$ cat src/sv/cfrw_pkg.sv
// Shared types and constants for the checksummed frame receiver.
// Used by every module of the block; depends on nothing.
package cfrw_pkg;

	localparam int DEF_PAYLOAD_BYTES = 57;
	localparam int IDX_W = 6;
	localparam int BYTE_W = 8;
	localparam int CFG_IDX_W = 8;

	localparam logic [BYTE_W-1:0] HEADER_MARK = 8'hAA;
	localparam logic [BYTE_W-1:0] TRAILER_MARK = 8'h55;
	localparam logic [BYTE_W-1:0] RELOAD_RST = 8'd250;
	localparam logic [BYTE_W-1:0] THRESH_RST = 8'd50;

	localparam logic [CFG_IDX_W-1:0] REG_RELOAD = 8'd0;
	localparam logic [CFG_IDX_W-1:0] REG_THRESH = 8'd1;

	typedef enum logic [2:0] {
		ST_OK,
		ST_SHORT,
		ST_BAD_HDR,
		ST_BAD_TRL,
		ST_BAD_SUM
	} status_t;

	// one result item
	typedef struct packed {
		logic              kind;
		logic [IDX_W-1:0]  idx;
		logic [BYTE_W-1:0] pbyte;
		logic              last;
		status_t           status;
		logic              lost;
	} res_t;

	// frame checker to top: store write and verdict of the current item
	typedef struct packed {
		logic             wr_en;
		logic [IDX_W-1:0] wr_idx;
		logic             done;
		logic             accept;
		status_t          status;
		logic             lost;
	} chk_t;

endpackage

$ cat src/sv/cfrw_payload_ram.sv
// Payload store: simple dual-port RAM, one write and one registered read a cycle.
// Depends on cfrw_pkg for the byte width.
module cfrw_payload_ram #(
	parameter int DEPTH = 2 * cfrw_pkg::DEF_PAYLOAD_BYTES
) (
	input  logic                       clk,
	input  logic                       we,
	input  logic [$clog2(DEPTH)-1:0]   waddr,
	input  logic [cfrw_pkg::BYTE_W-1:0] wdata,
	input  logic                       re,
	input  logic [$clog2(DEPTH)-1:0]   raddr,
	output logic [cfrw_pkg::BYTE_W-1:0] rdata
);
	import cfrw_pkg::*;

	logic [BYTE_W-1:0] mem [DEPTH];

	always_ff @(posedge clk) begin
		if (we) begin
			mem[waddr] <= wdata;
		end
		if (re) begin
			rdata <= mem[raddr];
		end
	end

endmodule

$ cat src/sv/cfrw_frame_check.sv
// Packet state, frame verdict and link watchdog.
// Depends on cfrw_pkg; drives the payload store write through chk.
module cfrw_frame_check #(
	parameter int PAYLOAD_BYTES = cfrw_pkg::DEF_PAYLOAD_BYTES
) (
	input  logic                        clk,
	input  logic                        arst_n,
	input  logic                        fire,
	input  logic                        command,
	input  logic [cfrw_pkg::BYTE_W-1:0] rx_byte,
	input  logic                        end_flag,
	input  logic [cfrw_pkg::BYTE_W-1:0] reload,
	input  logic [cfrw_pkg::BYTE_W-1:0] threshold,
	output cfrw_pkg::chk_t              chk
);
	import cfrw_pkg::*;

	localparam int FRAME_BYTES = PAYLOAD_BYTES + 3;
	localparam int POS_W = $clog2(FRAME_BYTES + 1);
	localparam logic [POS_W-1:0] POS_PAY = POS_W'(PAYLOAD_BYTES);
	localparam logic [POS_W-1:0] POS_SUM = POS_W'(PAYLOAD_BYTES + 1);
	localparam logic [POS_W-1:0] POS_TRL = POS_W'(PAYLOAD_BYTES + 2);
	localparam logic [POS_W-1:0] POS_FRAME = POS_W'(FRAME_BYTES);

	logic [POS_W-1:0]  pos_q, pos_nx;
	logic [BYTE_W-1:0] sum_q, sum_nx;
	logic              hdr_q, hdr_nx;
	logic              csum_q, csum_nx;
	logic              trl_q, trl_nx;
	logic [BYTE_W-1:0] wd_q;
	logic              lost_q;
	logic              in_pay;
	logic              wd_low;
	status_t           verdict;

	always_comb begin
		in_pay = (pos_q != '0) && (pos_q <= POS_PAY);
		pos_nx = (pos_q < POS_FRAME) ? pos_q + 1'b1 : pos_q;
		hdr_nx = (pos_q == '0) ? (rx_byte == HEADER_MARK) : hdr_q;
		sum_nx = in_pay ? sum_q + rx_byte : sum_q;
		csum_nx = (pos_q == POS_SUM) ? (rx_byte == sum_q) : csum_q;
		trl_nx = (pos_q == POS_TRL) ? (rx_byte == TRAILER_MARK) : trl_q;

		// priority: short, header, trailer, checksum
		if (pos_nx < POS_FRAME) begin
			verdict = ST_SHORT;
		end else if (!hdr_nx) begin
			verdict = ST_BAD_HDR;
		end else if (!trl_nx) begin
			verdict = ST_BAD_TRL;
		end else if (!csum_nx) begin
			verdict = ST_BAD_SUM;
		end else begin
			verdict = ST_OK;
		end

		wd_low = (wd_q <= threshold);

		chk.wr_en = fire && !command && in_pay;
		chk.wr_idx = IDX_W'(pos_q - 1'b1);
		chk.done = command || end_flag;
		chk.accept = !command && end_flag && (verdict == ST_OK);
		chk.status = command ? ST_OK : verdict;
		if (command) begin
			chk.lost = wd_low ? 1'b1 : lost_q;
		end else begin
			chk.lost = chk.accept ? 1'b0 : lost_q;
		end
	end

	always_ff @(posedge clk or negedge arst_n) begin
		if (!arst_n) begin
			pos_q <= '0;
			sum_q <= '0;
			hdr_q <= 1'b0;
			csum_q <= 1'b0;
			trl_q <= 1'b0;
			wd_q <= '0;
			lost_q <= 1'b1;
		end else if (fire) begin
			if (command) begin
				if (wd_low) begin
					lost_q <= 1'b1;
				end else begin
					wd_q <= wd_q - 1'b1;
				end
			end else if (end_flag) begin
				pos_q <= '0;
				sum_q <= '0;
				hdr_q <= 1'b0;
				csum_q <= 1'b0;
				trl_q <= 1'b0;
				if (chk.accept) begin
					wd_q <= reload;
					lost_q <= 1'b0;
				end
			end else begin
				pos_q <= pos_nx;
				sum_q <= sum_nx;
				hdr_q <= hdr_nx;
				csum_q <= csum_nx;
				trl_q <= trl_nx;
			end
		end
	end

endmodule

$ cat src/sv/cfrw_out_queue.sv
// Two-entry result queue in front of the master stream port.
// Depends on cfrw_pkg for the result record.
module cfrw_out_queue (
	input  logic           clk,
	input  logic           arst_n,
	input  logic           push,
	input  cfrw_pkg::res_t push_data,
	input  logic           pop,
	output logic           head_valid,
	output cfrw_pkg::res_t head,
	output logic [1:0]     count
);
	import cfrw_pkg::*;

	res_t       ent_q [2];
	logic       rd_ptr_q;
	logic       wr_ptr_q;
	logic [1:0] cnt_q;

	assign head_valid = (cnt_q != 2'd0);
	assign head = ent_q[rd_ptr_q];
	assign count = cnt_q;

	always_ff @(posedge clk) begin
		if (push) begin
			ent_q[wr_ptr_q] <= push_data;
		end
	end

	always_ff @(posedge clk or negedge arst_n) begin
		if (!arst_n) begin
			rd_ptr_q <= 1'b0;
			wr_ptr_q <= 1'b0;
			cnt_q <= 2'd0;
		end else begin
			if (push) begin
				wr_ptr_q <= ~wr_ptr_q;
			end
			if (pop) begin
				rd_ptr_q <= ~rd_ptr_q;
			end
			cnt_q <= cnt_q + 2'(push) - 2'(pop);
		end
	end

	assert property (@(posedge clk) disable iff (!arst_n) push |-> (cnt_q != 2'd2 || pop))
		else $error("result queue overflow");
	assert property (@(posedge clk) disable iff (!arst_n) pop |-> cnt_q != 2'd0)
		else $error("result queue underflow");

endmodule

$ cat src/sv/checksummed_frame_receiver_watchdog.sv
// Frame receiver top: stream ports, config registers, payload drain sequencer.
// Depends on cfrw_pkg, cfrw_payload_ram, cfrw_frame_check and cfrw_out_queue.
// Throughput: one input item per cycle, ticks and closing bytes only with a free result
// slot; an accepted frame drains its payload at one item per cycle while a slot is free,
// from the RAM bank that the next packet does not fill. Each result is registered in s1,
// then queued. Ticks and closing bytes wait while a drain runs.
// Reset: asynchronous, clears control state only; the payload RAM needs no clearing pass.
module checksummed_frame_receiver_watchdog #(
	parameter int PAYLOAD_BYTES = cfrw_pkg::DEF_PAYLOAD_BYTES
) (
	input  logic                           clk,
	input  logic                           arst_n,
	input  logic                           s_tvalid,
	output logic                           s_tready,
	input  logic [7:0]                     s_tdata,   // rx_byte
	input  logic                           s_tuser,   // command
	input  logic                           s_tlast,   // packet_end
	output logic                           m_tvalid,
	input  logic                           m_tready,
	output logic [23:0]                    m_tdata,   // payload_index, payload_byte,
	                                                  // frame_status, link_lost, zero pad
	output logic                           m_tuser,   // result_kind
	output logic                           m_tlast,   // run_last
	input  logic                           cfg_valid,
	output logic                           cfg_ready,
	input  logic [cfrw_pkg::CFG_IDX_W-1:0] cfg_index,
	input  logic [cfrw_pkg::BYTE_W-1:0]    cfg_data
);
	import cfrw_pkg::*;

	localparam int DEPTH = 2 * PAYLOAD_BYTES;
	localparam int AW = $clog2(DEPTH);
	localparam logic [AW-1:0] BANK_OFS = AW'(PAYLOAD_BYTES);
	localparam logic [IDX_W-1:0] LAST_IDX = IDX_W'(PAYLOAD_BYTES - 1);

	logic [BYTE_W-1:0] reload_q, thresh_q;
	logic              wr_bank_q, drain_bank_q, drain_busy_q;
	logic [IDX_W-1:0]  drain_idx_q;
	logic              v_s1;
	res_t              res_s1;
	res_t              push_data, head;
	logic              head_valid, pop, slot_free, issue_rd, in_fire, rslt_item;
	logic [1:0]        q_count, occ;
	logic [AW-1:0]     waddr, raddr;
	logic [BYTE_W-1:0] rdata;
	chk_t              chk;

	assign cfg_ready = 1'b1;

	always_ff @(posedge clk or negedge arst_n) begin
		if (!arst_n) begin
			reload_q <= RELOAD_RST;
			thresh_q <= THRESH_RST;
		end else if (cfg_valid && cfg_ready) begin
			if (cfg_index == REG_RELOAD) begin
				reload_q <= cfg_data;
			end else if (cfg_index == REG_THRESH) begin
				thresh_q <= cfg_data;
			end
		end
	end

	// slot accounting covers the item in s1 and the queue entries
	assign pop = head_valid && m_tready;
	assign occ = q_count + 2'(v_s1);
	assign slot_free = (occ < 2'd2) || pop;

	assign rslt_item = s_tuser || s_tlast;
	assign s_tready = !rslt_item || (!drain_busy_q && slot_free);
	assign in_fire = s_tvalid && s_tready;
	assign issue_rd = drain_busy_q && slot_free;

	cfrw_frame_check #(
		.PAYLOAD_BYTES(PAYLOAD_BYTES)
	) u_check (
		.clk      (clk),
		.arst_n   (arst_n),
		.fire     (in_fire),
		.command  (s_tuser),
		.rx_byte  (s_tdata),
		.end_flag (s_tlast),
		.reload   (reload_q),
		.threshold(thresh_q),
		.chk      (chk)
	);

	// bytes fill one bank while the other drains, so reads and writes never meet
	assign waddr = wr_bank_q ? AW'(chk.wr_idx) + BANK_OFS : AW'(chk.wr_idx);
	assign raddr = drain_bank_q ? AW'(drain_idx_q) + BANK_OFS : AW'(drain_idx_q);

	cfrw_payload_ram #(
		.DEPTH(DEPTH)
	) u_ram (
		.clk  (clk),
		.we   (chk.wr_en),
		.waddr(waddr),
		.wdata(s_tdata),
		.re   (issue_rd),
		.raddr(raddr),
		.rdata(rdata)
	);

	always_ff @(posedge clk or negedge arst_n) begin
		if (!arst_n) begin
			wr_bank_q <= 1'b0;
			drain_bank_q <= 1'b0;
			drain_busy_q <= 1'b0;
			drain_idx_q <= '0;
			v_s1 <= 1'b0;
		end else begin
			v_s1 <= issue_rd || (in_fire && chk.done && !chk.accept);
			if (in_fire && chk.accept) begin
				drain_busy_q <= 1'b1;
				drain_idx_q <= '0;
				drain_bank_q <= wr_bank_q;
				wr_bank_q <= ~wr_bank_q;
			end else if (issue_rd) begin
				drain_idx_q <= drain_idx_q + 1'b1;
				if (drain_idx_q == LAST_IDX) begin
					drain_busy_q <= 1'b0;
				end
			end
		end
	end

	always_ff @(posedge clk) begin
		if (issue_rd) begin
			res_s1.kind <= 1'b1;
			res_s1.idx <= drain_idx_q;
			res_s1.pbyte <= '0;
			res_s1.last <= (drain_idx_q == LAST_IDX);
			res_s1.status <= ST_OK;
			res_s1.lost <= 1'b0;
		end else begin
			res_s1.kind <= 1'b0;
			res_s1.idx <= '0;
			res_s1.pbyte <= '0;
			res_s1.last <= 1'b1;
			res_s1.status <= chk.status;
			res_s1.lost <= chk.lost;
		end
	end

	always_comb begin
		push_data = res_s1;
		push_data.pbyte = res_s1.kind ? rdata : '0;
	end

	cfrw_out_queue u_queue (
		.clk       (clk),
		.arst_n    (arst_n),
		.push      (v_s1),
		.push_data (push_data),
		.pop       (pop),
		.head_valid(head_valid),
		.head      (head),
		.count     (q_count)
	);

	assign m_tvalid = head_valid;
	assign m_tuser = head.kind;
	assign m_tlast = head.last;
	assign m_tdata = {6'b0, head.lost, head.status, head.pbyte, head.idx};

	assert property (@(posedge clk) disable iff (!arst_n)
		(in_fire && rslt_item) |-> !drain_busy_q)
		else $error("result item taken during payload drain");
	assert property (@(posedge clk) disable iff (!arst_n)
		(drain_busy_q && chk.wr_en) |-> (drain_bank_q != wr_bank_q))
		else $error("payload write hit the draining bank");
	assert property (@(posedge clk) disable iff (!arst_n)
		(issue_rd && drain_idx_q == LAST_IDX) |=> !drain_busy_q)
		else $error("drain did not stop after last payload byte");
	assert property (@(posedge clk) disable iff (!arst_n)
		(in_fire && chk.accept) |=> (drain_busy_q && drain_idx_q == '0))
		else $error("accepted frame did not start a drain");

endmodule
$ cat config.mk
export PLATFORM = sky130hd
export DESIGN_NAME = checksummed_frame_receiver_watchdog
export DESIGN_NICKNAME = d
export VERILOG_FILES = /design/src/sv/cfrw_pkg.sv /design/src/sv/cfrw_payload_ram.sv /design/src/sv/cfrw_frame_check.sv /design/src/sv/cfrw_out_queue.sv /design/src/sv/checksummed_frame_receiver_watchdog.sv
export SDC_FILE = /design/constraint.sdc
export NUM_CORES = 1
export LEC_CHECK = 0
export BUFFER_PORTS_ARGS = -buffer_cell sky130_fd_sc_hd__buf_2
export CAP_MARGIN = 0
export CORE_ASPECT_RATIO = 0.5
export CORE_MARGIN = 3
export CORE_UTILIZATION = 40
export CTS_CLUSTER_SIZE = 8
export DETAILED_ROUTE_END_ITERATION = 6
export HOLD_SLACK_MARGIN = 0.02
export SLEW_MARGIN = 5
export SYNTH_ARGS = -nofsm -noshare
export SYNTH_HDL_FRONTEND = slang
export SYNTH_SLANG_ARGS = --single-unit
export TNS_END_PERCENT = 1
$ cat constraint.sdc
create_clock -name clk -period 5.3 [get_ports clk]
set_clock_uncertainty 0.15 [all_clocks]
set_input_delay 0.265 -clock clk [delete_from_list [all_inputs] [get_ports clk]]
set_output_delay 0.265 -clock clk [all_outputs]
set_load 0.05 [all_outputs]
* Word-level counts from Yosys, hierarchy flattened
Memory sizes are Yosys's and may differ from the RTL's. A register that Yosys moved wholly into a read port is not among the register bits.
Index checks and enable logic that the tools add are counted.
** Storage, ports and cells
- Output and inout port bits :: 29
- Memory bits (writable) :: 952
- Register bits :: 68
- Memories :: 2
** Memories
- u_ram.mem :: depth 114, bits a word 8, rd ports 1, clocked after Yosys merged registers in 1, write ports 1, RTL line cfrw_payload_ram.sv:16 : logic [BYTE_W-1:0] mem [DEPTH];
- u_queue.ent_q :: depth 2, bits a word 20, rd ports 1, clocked after Yosys merged registers in 0, write ports 1, RTL line cfrw_out_queue.sv:15 : res_t ent_q [2];
** Cells by class
- $lt $le $gt $ge :: 5
- Add/sub/neg operators :: 9
- Equality and inequality tests :: 8
- Mux-type cells :: 37
- Reductions and logical operators :: 38
- Bitwise operators :: 5
** Operators with widths (count)
- 2-to-1 mux 8 bit :: 7
- 2-to-1 mux 6 bit :: 4
- 2-to-1 mux 20 bit :: 1
- == test 6 bit, second input constant :: 3
- 2-to-1 mux 1 bit :: 18
- 2-to-1 mux 3 bit :: 5
- adder 6 x 6 -> 7 bit, second input constant :: 2
- 2-to-1 mux 7 bit :: 2
- adder 6 x 1 -> 6 bit, second input constant :: 2
- logical AND 1 bit :: 12
- < comparator 6 bit, second input constant :: 2
- nonzero test 2 bit :: 6
- adder 8 bit :: 1
- == test 8 x 1 -> 1 bit, second input constant :: 1
- == test 8 x 7 -> 1 bit, second input constant :: 1
- == test 8 bit :: 1
- == test 8 bit, second input constant :: 1
- less-or-equal comparator 8 bit :: 1
- zero test 8 bit :: 1
- AND reduction 2 bit :: 4
- subtractor 8 x 1 -> 8 bit, second input constant :: 1
- less-or-equal comparator 6 bit, second input constant :: 1
- zero test 6 bit :: 1
- AND reduction 3 bit :: 2
- 12 further kinds :: 22

* Depth between registers and ports, before layout
- Depth after elaboration :: 11
- Gate-level depth with buffers :: 20

* Cells and area by module
Synthesis repeated with hierarchy kept, for this count alone.
** Second synthesis, totals
- Cell total of the unflattened synthesis :: 2284
- Area, all modules :: 41765.1 µm²
** By module, submodules not included
- cfrw_payload_ram :: sequential area each 27626.5 µm², cells an instance 1787, area an instance 35992.0 µm², instances 1
- cfrw_frame_check :: sequential area each 651.9 µm², cells an instance 250, area an instance 2193.4 µm², instances 1
- checksummed_frame_receiver_watchdog :: sequential area each 902.1 µm², cells an instance 171, area an instance 1866.8 µm², instances 1
- cfrw_out_queue :: sequential area each 1301.2 µm², cells an instance 76, area an instance 1712.9 µm², instances 1

* Worst setup path after synthesis
No wires, ideal clock.
- Kind :: register to register
- Start point :: register drain_idx_q[1]
- End point :: register u_ram.rdata[6] (netlist name), read port of u_ram.mem (data pin)
- Arrival time :: 3.659 ns
- Required time :: 4.884 ns
- Period minus slack after synthesis :: 4.075 ns
- Buffers on the path :: 11
- Cell stages (with the launch flop) :: 21
- Setup time :: 0.266 ns
- Path slack :: 1.225 ns
- Cells stage by stage :: dfrtp_1 -> buf_6 -> buf_2 -> buf_2 -> buf_2 -> clkbuf_1 -> inv_1 -> ha_1 -> buf_2 -> nand2b_1 -> buf_2 -> buf_4 -> buf_2 -> buf_4 -> clkbuf_1 -> o22ai_1 -> nor3_1 -> o311ai_0 -> o41ai_1 -> a31oi_1 -> nand4_1
** Between the ends
- Word-level cells in the longest chain between the ends :: 2
** Ends and longest elaborated chain
- start, declared :: RTL line checksummed_frame_receiver_watchdog.sv:38 : logic [IDX_W-1:0] drain_idx_q;
- start signal, assigned :: RTL line checksummed_frame_receiver_watchdog.sv:118 : drain_idx_q <= drain_idx_q + 1'b1;
- adder 6 x 6 -> 7 bit :: RTL line checksummed_frame_receiver_watchdog.sv:89 : assign raddr = drain_bank_q ? AW'(drain_idx_q) + BANK_OFS : AW'(drain_idx_q);
- 2-to-1 mux 7 bit * :: RTL line checksummed_frame_receiver_watchdog.sv:89
- end, declared :: RTL line cfrw_payload_ram.sv:12 : output logic [cfrw_pkg::BYTE_W-1:0] rdata
Every way passes the cells marked *; elsewhere a longest branch is shown, timed or not.
A chain may end at the register's enable or synchronous reset.

* Worst setup path in the final report
- Start point :: register drain_idx_q[1]
- End point :: register u_ram.rdata[4] (netlist name), read port of u_ram.mem (data pin)
Same word-level chain as after synthesis.

==> reports/qor.yml <==
outcome: "finished, violations left"
violations: "design-rule violations"
synthTopCellsByArea: "edfxtp_1 62%, o22ai_1 7.6%, nor3_1 2.5%, dfrtp_1 2.5%, mux2i_1 2.2%"
final_cells: 5138
post-place-ws_ps: 434
cts_max_path_buffers: 3
synthFlopType: "edfxtp_1"
drive_gt1_share_pct: 14.4
numPlacedInstances: 4915
crit_type: "reg -> reg"
start_kind: "register"
gp_congestion: 0.910
cap_violations: 0
hpwlAfterDp_microns: 91200
synth.avg_cell_area_sq_um: 13.4
htreeDepth: 4
root_buffer: "clkbuf_16"
synth_cell_type_count: 93
swShare_pct: 23.9
port_buffers: 52
gr-total-overflow: 0
finalSetupViolCount: 0
clk_pin_slew_ps: 60
ant_nets: 0
die_area_sq_mm: 0.121
holdWs_ps: 82.8
ir_worst_vdd_mv: 0.334
ys_ff_latch: 1028
clock_power_share_pct: 43.8
via_per_inst: 6.65
synth_common_cells: "960 x edfxtp_1, 566 x o22ai_1, 231 x nor3_1"
leakage_nw: 17.4
grt_use_total_pct: 24.2
finalCritPeriodShare_pct: 93.9
required_ps: 5770
synth_top_area_share_pct: 61.8
worstPathMaxFanout: 37
power_frac_seq_pct: 48.2
ios: 60
drv_slew: 0
route.detailed.drc: 1
ys_async_sr_fraction_pct: 5.45
antenna_found_initial: 9
wl_per_cell_microns: 29.0
fin_area_sq_mm: 0.0531
drt_wl_total_microns: 149000
p_comb_share_pct: 7.9
area_growth_pct: 13.9
grt_pass1_wl_microns: 217000
max_slew_margin_pct: 8.01
fin_setup_tns_ps: 0
num_rows: 87
grt_pass1_vias: 32500
dr.pass1.iters: 7
synth_largest_area_cell: "edfxtp_1"
nNetsFinal: 3631
rsz0062_at_grt: "false"
power_density_mw_per_mm2: 359
grt_max_degree: 148
finalHoldViolations: 0
syn_inst: 3489
arrival_ps: 5440
worst-slew-pin-transition_ps: 1380
ys_seq_area_share_pct: 65.3
crit_path_end_kind: "register"
core_area_sq_mm: 0.114
min_period_ps: 4980
cts_made_buffers: 146
synth_warnings: 0
drt_iter0_drc: 5399
hp-class: "in -> reg"
p_int_mw: 14.5
cts_tree: "done"
max_freq_ghz: 0.201
p_sw_mw: 4.56
clock_latency_ps: 750
die-width_microns: 489
cts.sinks: 1028
placed_area_sq_mm: 0.0489
post_cts_buffers: 0
worst_slack_ps: 324
syn-cell-area_sq_mm: 0.0467
power_mw: 19.1
finish.utilization_pct: 46.5
vias: 34200
initial_utilization_pct: 40.9
die_y_microns: 248
synthMostInstantiatedCell: "edfxtp_1"
synth_edf_count: 960
## layout by cell type, fill, tap and decap left out, types with 75 or more instances in the layout
cell       synthesis  routed
edfxtp_1         960     960
o22ai_1          566     566
nor3_1           231     231
nor2_1           189     186
buf_4             27     159
clkbuf_16          0     149
a22oi_1          125     125
mux2i_1          101      99
a211oi_1          92      92
nand2_1           77      75
## worst max-delay path, cell delays in order (launching register included)
cell and delay, ps:
dfrtp_4 800, inv_1 180, ha_4 600, nand2b_4 460, buf_4 420, o22ai_1 130
or3_1 350, o311ai_0 120, o31ai_1 220, a2111oi_0 1000, buf_4 240, nor3_1 50
nand3_1 100
## kinds of logic after synthesis
logic type	synth area share [%]
buffers and inverters	3.37
and+or+nand+nor	8.63
DFF	65.3
muxes	5.38
AOI/OAI and AO/OA	16.0
adders and majority gates	0.686
xor gates and xnor gates	0.566
other	0.0161
## flip-flops by register name (all words and copies together), names as in the netlist, 2 cells and up
name           count
u_ram.mem        912
u_queue.ent_q     40
push_data         12
reload_q           8
thresh_q           8
u_check.sum_q      8
u_check.wd_q       8
u_ram.rdata        8
drain_idx_q        6
u_check.pos_q      6
u_queue.count      2
## final timing paths
kind / startpoint / endpoint / slack [ps] / depth (start not counted)
hold reg to reg: push_data[0] / u_queue.ent_q[1][0] / 280 / 0
setup / recovery: drain_idx_q[1] / u_ram.rdata[4] / 320 / 12
hold / removal: cfg_index[5] / thresh_q[6] / 80 / 4
max in group asynchronous: arst_n / drain_idx_q[0] / 4280 / 3
setup reg to reg: drain_idx_q[1] / u_ram.rdata[4] / 320 / 12
min in group asynchronous: arst_n / u_check.sum_q[3] / 90 / 3
## metal layers
layer | share of wire (%) | global-route usage, %
met1 | 40 | 33.7
met2 | 43 | 35.9
met3 | 13 | 6.68
met4 | 3.3 | 9.35
met5 | 0.023 | 0
## power groups by stage
stage / clock network, mW / registers, mW / logic [mW]
2_1_floorplan: 0 / 9.29 / 0.977
3_3_place_gp: 0 / 9.35 / 1.46
3_5_place_dp: 0 / 9.36 / 1.48
4_1_cts: 8.47 / 9.21 / 1.50
5_1_grt: 8.87 / 9.22 / 1.62
6_report: 8.37 / 9.21 / 1.52
## area by class of cell
cell class | instances | area, sq um
well taps | 1513 | 1890
clock buffers | 183 | 3860
clock inverters | 13 | 140
multi-input cells | 2138 | 14800
fillers | 9818 | 61000
repair buffers | 241 | 1920
inverters | 20 | 75.1
diodes | 2 | 5.00
flip-flops and latches | 1028 | 30500
## timing repair
item	CTS	global route
gates resized for setup	0	0
hold buffers	25	0
endpoints found under the hold margin	369	0
Power figures use the tool's default switching activity.
